**config.mk**
```make
export PLATFORM = sky130hd
export DESIGN_NAME = first_fit_run_allocator
export DESIGN_NICKNAME = d
export VERILOG_FILES = /design/src/hw/rtl/ffra_pkg.sv /design/src/hw/rtl/ffra_bitmap.sv /design/src/hw/rtl/ffra_seq.sv /design/src/hw/rtl/first_fit_run_allocator.sv
export SDC_FILE = /design/constraint.sdc
export NUM_CORES = 2
export LEC_CHECK = 0
export BUFFER_PORTS_ARGS = -buffer_cell sky130_fd_sc_hd__buf_2
export CELL_PAD_IN_SITES_DETAIL_PLACEMENT = 1
export CELL_PAD_IN_SITES_GLOBAL_PLACEMENT = 1
export CORE_ASPECT_RATIO = 0.7
export CORE_MARGIN = 3
export CORE_UTILIZATION = 35
export DETAILED_ROUTE_END_ITERATION = 16
export MAX_ROUTING_LAYER = met4
export PLACE_DENSITY = 0.68
export SETUP_SLACK_MARGIN = 0.15
export SYNTH_ARGS = -nofsm -noshare
export SYNTH_HDL_FRONTEND = slang
export SYNTH_SLANG_ARGS = --single-unit
```
**constraint.sdc**
```tcl
create_clock -name i_clk -period 14.2 [get_ports i_clk]
set_input_delay 0 -clock i_clk [delete_from_list [all_inputs] [get_ports i_clk]]
set_output_delay 0 -clock i_clk [all_outputs]
set_load 0.05 [all_outputs]
```
**src/hw/rtl/ffra_pkg.sv**
```systemverilog
// ----------------------------------------------------------------------------
// First-fit run allocator package
// Shared widths, sequencer states and the bitmap access bundle.
// ----------------------------------------------------------------------------
`default_nettype none

package ffra_pkg;

    // Slot numbers, counts and run lengths are carried with one spare bit.
    localparam int SLOT_W  = 12;
    localparam int FIELD_W = 11;

    // Sequencer states, one-hot.
    typedef enum logic [3:0] {
        ST_IDLE   = 4'b0001,
        ST_SCAN   = 4'b0010,
        ST_RESULT = 4'b0100,
        ST_FILL   = 4'b1000
    } t_state;

    // One write and one read request to the slot bitmap per cycle.
    typedef struct packed {
        logic              we;
        logic              wbit;
        logic [SLOT_W-1:0] wslot;
        logic [SLOT_W-1:0] rslot;
    } t_mem_req;

endpackage

`default_nettype wire

```
**src/hw/rtl/ffra_bitmap.sv**
```systemverilog
// ----------------------------------------------------------------------------
// Slot bitmap
// One bit per slot, set when the slot is taken. One write and one
// registered read per cycle, addressed by slot number starting at 1.
// ----------------------------------------------------------------------------
`default_nettype none

module ffra_bitmap #(
    parameter int SLOTS = 1024
) (
    input  wire               i_clk,
    input  ffra_pkg::t_mem_req i_req,
    output logic              o_rd_bit
);

    localparam int AW = (SLOTS > 1) ? $clog2(SLOTS) : 1;

    logic          r_mem [SLOTS];
    logic [AW-1:0] w_widx;
    logic [AW-1:0] w_ridx;

    // Slot numbers start at 1, storage starts at 0.
    assign w_widx = AW'(i_req.wslot - ffra_pkg::SLOT_W'(1));
    assign w_ridx = AW'(i_req.rslot - ffra_pkg::SLOT_W'(1));

    // Storage write and registered read.
    always_ff @(posedge i_clk) begin
        if (i_req.we) begin
            r_mem[w_widx] <= i_req.wbit;
        end
        o_rd_bit <= r_mem[w_ridx];
    end

endmodule

`default_nettype wire

```
**src/hw/rtl/ffra_seq.sv**
```systemverilog
// ----------------------------------------------------------------------------
// Allocator sequencer
// Walks the slot bitmap one slot a cycle: a scan that counts the current
// free run for a reserve, and a fill pass that marks a range taken or free.
// ----------------------------------------------------------------------------
`default_nettype none

module ffra_seq #(
    parameter int SLOTS = 1024
) (
    input  wire                               i_clk,
    input  wire                               i_rst_n,
    input  wire                               i_cfg_we,
    input  wire  [ffra_pkg::FIELD_W-1:0]      i_cfg_wdata,
    input  wire                               i_s_tvalid,
    input  wire                               i_s_tuser,
    input  wire  [2*ffra_pkg::FIELD_W-1:0]    i_s_tdata,
    output logic                              o_s_tready,
    input  wire                               i_rd_bit,
    output ffra_pkg::t_mem_req                o_mem,
    input  wire                               i_out_free,
    output logic                              o_res_load,
    output logic [ffra_pkg::FIELD_W-1:0]      o_res_grant
);

    localparam int SW  = ffra_pkg::SLOT_W;
    localparam int FW  = ffra_pkg::FIELD_W;
    localparam int CAP = (SLOTS < 2047) ? SLOTS : 2047;
    localparam int RST = (SLOTS < 1024) ? SLOTS : 1024;
    localparam logic [FW-1:0] CAP_CNT = FW'(CAP);
    localparam logic [FW-1:0] RST_CNT = FW'(RST);

    ffra_pkg::t_state r_state;
    logic [FW-1:0]    r_cnt;
    logic [SW-1:0]    r_ptr;
    logic [SW-1:0]    r_hi;
    logic             r_wbit;
    logic [SW-1:0]    r_need;
    logic [SW-1:0]    r_run;
    logic [SW-1:0]    r_grant;
    logic             r_chk_vld;
    logic [SW-1:0]    r_chk_slot;

    logic [FW-1:0] w_start;
    logic [FW-1:0] w_len;
    logic [FW-1:0] w_sat;
    logic [SW-1:0] w_cnt;
    logic [SW-1:0] w_rel_lo;
    logic [SW-1:0] w_rel_end;
    logic [SW-1:0] w_rel_hi;
    logic          w_rel_ok;
    logic          w_accept;
    logic [SW-1:0] w_run_inc;
    logic          w_found;
    logic          w_last;

    assign w_start  = i_s_tdata[FW-1:0];
    assign w_len    = i_s_tdata[2*FW-1:FW];
    assign w_cnt    = {1'b0, r_cnt};
    assign w_accept = i_s_tvalid && o_s_tready;

    // New slot count, held within one and the smaller of the storage depth and 2047.
    always_comb begin
        w_sat = i_cfg_wdata;
        if (i_cfg_wdata == '0) begin
            w_sat = FW'(1);
        end else if (i_cfg_wdata > CAP_CNT) begin
            w_sat = CAP_CNT;
        end
    end

    // Release range clipped to the slots in use.
    assign w_rel_lo  = (w_start == '0) ? SW'(1) : {1'b0, w_start};
    assign w_rel_end = {1'b0, w_start} + {1'b0, w_len} - SW'(1);
    assign w_rel_hi  = (w_rel_end > w_cnt) ? w_cnt : w_rel_end;
    assign w_rel_ok  = (w_len != '0) && (w_rel_lo <= w_rel_hi);

    // Free run tracking on the slot whose bit has just been read.
    assign w_run_inc = r_run + SW'(1);
    assign w_found   = r_chk_vld && !i_rd_bit && (w_run_inc == r_need);
    assign w_last    = r_chk_vld && (r_chk_slot == w_cnt);

    // Sequencer.
    always_ff @(posedge i_clk) begin
        if (!i_rst_n) begin
            r_state   <= ffra_pkg::ST_FILL;
            r_cnt     <= RST_CNT;
            r_ptr     <= SW'(1);
            r_hi      <= {1'b0, RST_CNT};
            r_wbit    <= 1'b0;
            r_chk_vld <= 1'b0;
        end else begin
            r_chk_vld  <= (r_state == ffra_pkg::ST_SCAN) && (r_ptr <= w_cnt);
            r_chk_slot <= r_ptr;
            if (i_cfg_we) begin
                // A new slot count starts a clearing pass over its slots.
                r_cnt   <= w_sat;
                r_ptr   <= SW'(1);
                r_hi    <= {1'b0, w_sat};
                r_wbit  <= 1'b0;
                r_state <= ffra_pkg::ST_FILL;
            end else begin
                case (r_state)
                    ffra_pkg::ST_IDLE: begin
                        if (w_accept) begin
                            if (i_s_tuser) begin
                                if (w_rel_ok) begin
                                    r_ptr   <= w_rel_lo;
                                    r_hi    <= w_rel_hi;
                                    r_wbit  <= 1'b0;
                                    r_state <= ffra_pkg::ST_FILL;
                                end
                            end else begin
                                r_need <= {1'b0, w_len};
                                r_run  <= '0;
                                r_ptr  <= SW'(1);
                                if (w_len == '0) begin
                                    r_grant <= '0;
                                    r_state <= ffra_pkg::ST_RESULT;
                                end else begin
                                    r_state <= ffra_pkg::ST_SCAN;
                                end
                            end
                        end
                    end
                    ffra_pkg::ST_SCAN: begin
                        if (r_ptr <= w_cnt) begin
                            r_ptr <= r_ptr + SW'(1);
                        end
                        if (r_chk_vld) begin
                            r_run <= i_rd_bit ? '0 : w_run_inc;
                        end
                        if (w_found) begin
                            r_grant <= r_chk_slot - r_need + SW'(1);
                            r_state <= ffra_pkg::ST_RESULT;
                        end else if (w_last) begin
                            r_grant <= '0;
                            r_state <= ffra_pkg::ST_RESULT;
                        end
                    end
                    ffra_pkg::ST_RESULT: begin
                        if (i_out_free) begin
                            if (r_grant != '0) begin
                                r_ptr   <= r_grant;
                                r_hi    <= r_grant + r_need - SW'(1);
                                r_wbit  <= 1'b1;
                                r_state <= ffra_pkg::ST_FILL;
                            end else begin
                                r_state <= ffra_pkg::ST_IDLE;
                            end
                        end
                    end
                    ffra_pkg::ST_FILL: begin
                        r_ptr <= r_ptr + SW'(1);
                        if (r_ptr == r_hi) begin
                            r_state <= ffra_pkg::ST_IDLE;
                        end
                    end
                    default: begin
                        r_state <= ffra_pkg::ST_IDLE;
                    end
                endcase
            end
        end
    end

    // Bitmap access: the fill pass writes, the scan reads, both at the pointer.
    assign o_mem.we    = (r_state == ffra_pkg::ST_FILL);
    assign o_mem.wbit  = r_wbit;
    assign o_mem.wslot = r_ptr;
    assign o_mem.rslot = r_ptr;

    assign o_s_tready  = (r_state == ffra_pkg::ST_IDLE) && !i_cfg_we;
    assign o_res_load  = (r_state == ffra_pkg::ST_RESULT) && i_out_free;
    assign o_res_grant = r_grant[FW-1:0];

endmodule

`default_nettype wire

```
**src/hw/rtl/first_fit_run_allocator.sv**
```systemverilog
// ----------------------------------------------------------------------------
// First-fit run allocator
// Reserves the lowest run of free consecutive slots of a requested length
// and releases given slot ranges.
// ----------------------------------------------------------------------------
// One request is handled at a time, one slot per cycle on the slot bitmap.
// A reserve scans slots from 1 upward until the run is found or slot_count
// is passed, waits while the grant output register is not free, then marks
// the granted run taken if one was found. A release marks the clipped slots
// free. After reset and after each slot_count write a clearing pass over the
// slot_count slots runs before the first transfer is taken.
// ----------------------------------------------------------------------------
`default_nettype none

module first_fit_run_allocator #(
    parameter int SLOTS = 1024
) (
    input  wire         i_clk,
    input  wire         i_rst_n,
    // Configuration: slot_count.
    input  wire         i_cfg_we,
    input  wire  [10:0] i_cfg_wdata,
    // Request stream.
    input  wire         i_s_tvalid,
    output logic        o_s_tready,
    input  wire  [23:0] i_s_tdata,   // [10:0] start_req, [21:11] length, [23:22] zero
    input  wire         i_s_tuser,   // [0] action
    // Grant stream.
    output logic        o_m_tvalid,
    input  wire         i_m_tready,
    output logic [15:0] o_m_tdata    // [10:0] granted_start, [15:11] zero
);

    localparam int FW = ffra_pkg::FIELD_W;

    ffra_pkg::t_mem_req w_mem;
    logic               w_rd_bit;
    logic               w_out_free;
    logic               w_res_load;
    logic [FW-1:0]      w_res_grant;
    logic               r_m_valid;
    logic [FW-1:0]      r_m_data;

    ffra_seq #(
        .SLOTS (SLOTS)
    ) u_seq (
        .i_clk       (i_clk),
        .i_rst_n     (i_rst_n),
        .i_cfg_we    (i_cfg_we),
        .i_cfg_wdata (i_cfg_wdata),
        .i_s_tvalid  (i_s_tvalid),
        .i_s_tuser   (i_s_tuser),
        .i_s_tdata   (i_s_tdata[2*FW-1:0]),
        .o_s_tready  (o_s_tready),
        .i_rd_bit    (w_rd_bit),
        .o_mem       (w_mem),
        .i_out_free  (w_out_free),
        .o_res_load  (w_res_load),
        .o_res_grant (w_res_grant)
    );

    ffra_bitmap #(
        .SLOTS (SLOTS)
    ) u_bitmap (
        .i_clk    (i_clk),
        .i_req    (w_mem),
        .o_rd_bit (w_rd_bit)
    );

    // Grant output register.
    assign w_out_free = !r_m_valid || i_m_tready;

    always_ff @(posedge i_clk) begin
        if (!i_rst_n) begin
            r_m_valid <= 1'b0;
        end else if (w_res_load) begin
            r_m_valid <= 1'b1;
        end else if (i_m_tready) begin
            r_m_valid <= 1'b0;
        end
    end

    always_ff @(posedge i_clk) begin
        if (w_res_load) begin
            r_m_data <= w_res_grant;
        end
    end

    assign o_m_tvalid = r_m_valid;
    assign o_m_tdata  = {5'b0, r_m_data};

endmodule

`default_nettype wire

```
# ---- Word level (Yosys, flattened, before mapping)
# Memory sizes are Yosys's and may differ from the RTL's. A register that Yosys moved wholly into a read port is not among the register bits.
# Index checks and enable logic that the tools add are counted.
# W data, S select, Z words.
dict set report op_classes {
  addsub 9
  order_cmp 4
  n_eq_ne 24
  mux 49
  bitwise 3
  reduce_logical 30
}
# cell count
set ops {}
lappend ops {{$mux W12} 21}
lappend ops {{$pmux W12 S2} 3}
lappend ops {{$pmux W12 S4} 1}
lappend ops {{$mux W11} 4}
lappend ops {{$add A12 B1 Y12 const B} 3}
lappend ops {{$logic_not A11 Y1} 3}
lappend ops {{$mux W4} 8}
lappend ops {{$eq A12 B11 Y1} 2}
lappend ops {{$reduce_and A6 Y1} 4}
lappend ops {{$sub A12 B1 Y12 const B} 2}
lappend ops {{$pmux W4 S4} 1}
lappend ops {{$ne A3 B2 Y1 const B} 5}
lappend ops {{$add A11 B11 Y12} 1}
lappend ops {{$add A12 B11 Y12} 1}
lappend ops {{$eq A12 B12 Y1} 1}
lappend ops {{$gt A12 B11 Y1} 1}
lappend ops {{$le A12 B11 Y1} 1}
lappend ops {{$le A12 B12 Y1} 1}
lappend ops {{$ne A2 B1 Y1 const B} 6}
lappend ops {{$reduce_bool A12 Y1} 1}
lappend ops {{$sub A12 B11 Y12} 1}
lappend ops {{$gt A11 B11 Y1 const B} 1}
lappend ops {{$reduce_bool A11 Y1} 1}
lappend ops {{$reduce_and A5 Y1} 2}
lappend ops {{other kinds (20)} 44}
dict set report totals {
  register_bits 100
  ramBits 1024
  output_inout_bits 18
  elab_cells 133
  memories 1
}
# name words width rd rd_ports_with_merged_regs write_ports line
set memory_table {}
lappend memory_table {u_bitmap.r_mem 1024 1 1 1 1 ffra_bitmap.sv:18} ;# logic r_mem [SLOTS];

# ---- Logic depth before layout (Yosys ltp)
dict set report logic_depth {
  depth_word 11
  depth_mapped 31
  ltp_nobuf 28
}

# ---- Hierarchy
# A second synthesis with hierarchy kept.
dict set report hier_totals {
  hier_cells 3922
  area_unflattened_um2 52603.0
}
# mod n_inst cells_each area_per_inst_um2 seq_area_each_um2
set by_module_without_submodules {}
lappend by_module_without_submodules {ffra_bitmap 1 3016 44461.4 30769.5}
lappend by_module_without_submodules {ffra_seq 1 885 7721.2 2232.1}
lappend by_module_without_submodules {first_fit_run_allocator 1 21 420.4 350.3}

# ---- Least setup slack after synthesis
# Ideal clock, no wire load.
dict set report synth_path {
  path_kind {register -> register}
  start {register u_seq.r_wbit}
  end {memory u_bitmap.r_mem[0], data pin}
  arrival_ns 12.748
  required_ns 11.384
  slack_ns -1.364
  path_stages_with_launch 1
  n_path_buf 0
  period_less_slack_ns 15.564
  cell_sequence {dfxtp_1}
}
# element line
set synth_rtl {}
lappend synth_rtl {{from (decl)} ffra_seq.sv:37} ;# logic r_wbit;
lappend synth_rtl {{from (signal assigned)} ffra_seq.sv:90} ;# r_wbit <= 1'b0;
lappend synth_rtl {{from (signal assigned)} ffra_seq.sv:100} ;# r_wbit <= 1'b0;
lappend synth_rtl {{from (signal assigned)} ffra_seq.sv:110} ;# r_wbit <= 1'b0;
lappend synth_rtl {{to (decl)} ffra_bitmap.sv:18}
# No word-level cell before the write port.

# ---- Worst setup path after layout
dict set report layout_path {
  start {input i_s_tdata[1]}
  end {register u_seq.r_hi[1]}
}
dict set report layout_between {
  elab_chain_len 9
}
# element line
set layout_lines {}
lappend layout_lines {{from (decl)} first_fit_run_allocator.sv:26} ;# input wire [23:0] i_s_tdata,
lappend layout_lines {{parallel branches: the longest is 9 deep, another holds $add A11 B11 Y12} --}
lappend layout_lines {{to (signal assigned)} ffra_seq.sv:89} ;# r_hi <= {1'b0, RST_CNT};
lappend layout_lines {{to (signal assigned)} ffra_seq.sv:99} ;# r_hi <= {1'b0, w_sat};
lappend layout_lines {{to (signal assigned)} ffra_seq.sv:109} ;# r_hi <= w_rel_hi;
lappend layout_lines {{to (decl)} ffra_seq.sv:36} ;# logic [SW-1:0] r_hi;
# Parallel ways; which one is timed is not known. The select of a mux whose other input is x is not followed.
# A chain may end at the register's enable or synchronous reset.

==> metrics.csv <==
metric,value,unit
outcome,finished clean,
post-route setup TNS,0,ns
cell area power density,126,nW/um2
global-route congestion overflow total,0,
hold path startpoint,i_s_tdata[15],
setup repair after global routing missed its margin,false,
Most common cell on crit path,a21oi_1,
final net count,4027,
Peak VDD IR,0.000122,V
count of antenna-violating nets left after detailed routing,0,
critical path capture point type,flip-flop,
synth unique cells,89,
number of flops mapped to enable cells by yosys,1082,
remaining design rule violation count,0,
total count of max-transition violations in the final report,0,
count of cells resized by post-cts repair,0,
Die Width,468,um
Synth warnings,0,
worst-case register-to-register setup slack,8.32,ns
vias in the first global route,33538,
"slowest stage cell, crit path",a21oi_1,
proportion of layout cells with a drive suffix above 1,0.161,
fraction of the yosys area taken by sequential cells,0.639,
Die Height,329,um
Wirelength per Cell,27.5,um
Design Power,7.33,mW
number of register bits inferred by synthesis,1125,
number of buffers on the longest clock path,3,
clock latency reported for the late side of the worst-skew pair,0.73,ns
aggregate routed wire length,163,mm
cts bufs inserted,106,
Main synth FF type,edfxtp_1,
routed vias/inst,5.68,
number of instances in the synthesized netlist,3902,
relative slew slack,0.174,
measured slew at the worst slew-check pin,1.24,ns
overall via count from detail_route,33707,
number of antenna violations at the first check in global routing,2,
final cell utilization of the core,0.397,
worst min-delay path category,in2reg,
post-CTS repair timing setup buffer count,0,
final critical path time including I/O delays and setup,7.14,ns
number of design-rule violations left by the first detailed-router iteration,4657,
launching element type of the critical path,input port,
num ports,59,
Max stage delay on crit path,0.73,ns
required arrival time at the worst endpoint,14.81,ns
number of port buffers,51,
end point of the worst hold path,u_seq.r_need[4],
root buffer selected by CTS,clkbuf_16,
Fmax achieved,140,MHz
r2r worst-path depth,13,
proportion of register bits with asynchronous set or reset after synthesis,0,
"Setup violations, final",0,
Leakage Power,20.8,nW
number of clock sinks,1125,
GRT Util Overall,0.215,
area inside the core boundary,147000,um2
initial standard-cell utilization of the core,0.356,
Final Hold Vio Count,0,
CTS tree,yes,
synthesized area per cell,13.4,um2
Min Hold Slack,0.0604,ns
clock-pin slew on the worst setup and hold paths,0.07,ns
row count,117,
data arrival at the endpoint of the critical path,7.76,ns
largest net degree at the start of global routing,252,
number of cells traversed by the worst hold path,2,
first-pass detailed-route iteration total,6,
final period utilization,0.503,
worst setup path category,in2reg,
placer congestion estimate,0.869,
critical path peak fanout,12,
R2R Path Start,u_seq.r_ptr[1],
post-synthesis cell area,52200,um2
area growth from synthesis to layout,11.7,%
deepest level of the CTS H-tree,3,
worst reg2reg path endpoint,u_bitmap.o_rd_bit,
global-route wire length before repair,236,mm
final clock skew,0.0294,ns
overall die area,154000,um2
Filler Cells Inserted,15154,
number of violations of the max-capacitance limit,0,
half-perimeter wire length of the detailed placement result,93.5,mm
-- worst max-delay path, delay by kind of cell --
family,cells,cell delay [ns]
muxes,1,0.38
and+or+nand+nor,4,0.93
xor gates and xnor gates,1,0.27
adders and majority gates,5,1.61
buffers and inverters,6,1.67
AOI/OAI and AO/OA,13,2.89
-- area by class of cell --
| cell class | instances | area (um2) | share of cell area |
|---|---|---|---|
| timing repair buffer | 203 | 1580 | 0.0272 |
| inverter | 124 | 465 | 0.00798 |
| clock buffer | 138 | 2810 | 0.0482 |
| multi-input combinational | 2320 | 17200 | 0.294 |
| tap | 1963 | 2460 | 0.0421 |
| sequential | 1125 | 33400 | 0.572 |
| antenna | 1 | 2.50 | 0.0000429 |
| clock inverter | 56 | 482 | 0.00826 |
-- state kept, by name, summed over array words and instances, names as in the netlist --
register           count
u_bitmap.r_mem      1024
u_seq.r_chk_slot      12
u_seq.r_grant         12
u_seq.r_hi            12
u_seq.r_ptr           12
u_seq.r_run           12
r_m_data              11
u_seq.r_cnt           11
u_seq.r_need          11
u_seq.r_state          4
o_m_tvalid             1
u_bitmap.o_rd_bit      1
u_seq.r_chk_vld        1
u_seq.r_wbit           1
-- placed cells by master (no fill, tap or decap), drive strengths merged, types with 9 or more instances in the layout --
| master | instances |
|---|---|
| a21o | 16 |
| inv | 128 |
| xor2 | 31 |
| buf | 148 |
| a22o | 9 |
| a211oi | 20 |
| mux2 | 10 |
| ha | 103 |
| xnor2 | 43 |
| nor4 | 20 |
| a21oi | 91 |
| nor2 | 1100 |
| edfxtp | 1082 |
| mux4 | 258 |
| dfxtp | 43 |
| clkbuf | 138 |
| a221oi | 25 |
| dlygate4sd3 | 55 |
| nor3 | 33 |
| a22oi | 39 |
| nand2 | 190 |
| nor2b | 13 |
| o21ai | 53 |
| nand3 | 31 |
| and2 | 12 |
| and3 | 9 |
| o211ai | 24 |
| clkinv | 43 |
| mux2i | 16 |
| a31oi | 19 |
| nand4 | 13 |
| o21a | 11 |
-- power breakdown --
part | internal [mW] | total [mW] | switching (mW)
sequential | 3.59 | 3.61 | 0.0224
combinational | 0.256 | 0.892 | 0.636
clock | 1.52 | 2.82 | 1.30
total | 5.37 | 7.33 | 1.95
-- synth_stat cells, drive strengths merged (31+ instances only) --
cell    count  area, um2
nor2     1100       4150
edfxtp   1082      32500
clkbuf    261        980
mux4      258       5810
nand2     190        713
inv       124        465
ha        103       1290
a21oi      91        455
buf        76        462
o21ai      53        265
dfxtp      43        861
xnor2      43        399
a22oi      39        293
nor3       33        216
nand3      31        168
xor2       31        309
-- routing by layer --
metal	vias to the layer above	part of all wire	global-route usage
li1	14199	-	-
met1	17810	0.45	0.320
met2	1461	0.43	0.303
met3	237	0.096	0.0446
met4	0	0.019	0.0425
met5	-	0	-
-- cells by family (layout without fill, tap and decap cells) --
group | after synthesis | after routing | synth area share
AO/OA/AOI/OAI | 384 | 384 | 0.0506
XOR/XNOR | 80 | 80 | 0.0161
adder cells (fa/ha/maj) | 106 | 106 | 0.0258
buffers and inverters | 461 | 521 | 0.0365
flip-flops | 1125 | 1125 | 0.639
multiplexers | 284 | 284 | 0.116
other | 1 | 6 | 0.0000718
AND/OR/NAND/NOR | 1461 | 1461 | 0.116
-- metrics by stage --
stage,cells,setup slack (ns),instance area (um2)
floorplan,3906,5.72,52200
global placement,5680,7.63,54500
detailed placement,5680,7.55,54500
CTS,5929,7.27,58300
global route,5930,6.54,58300
finish,5930,7.06,58300
-- worst max-delay path by stage --
stage / startpoint / to / cells after the start
2_1_floorplan: u_seq.r_wbit / u_bitmap.r_mem[0] / 0
3_3_place_gp: i_s_tdata[1] / u_seq.r_hi[0] / 28
3_5_place_dp: i_s_tdata[1] / u_seq.r_ptr[8] / 28
4_1_cts: i_s_tdata[1] / u_seq.r_hi[1] / 30
5_1_grt: i_s_tdata[2] / u_seq.r_hi[9] / 30
6_report: i_s_tdata[1] / u_seq.r_hi[1] / 30
-- timing repair --
action	CTS	global route
hold endpoints to repair	83	0
setup endpoints to repair	0	0
hold buffers	55	0
Power figures use the tool's default switching activity.
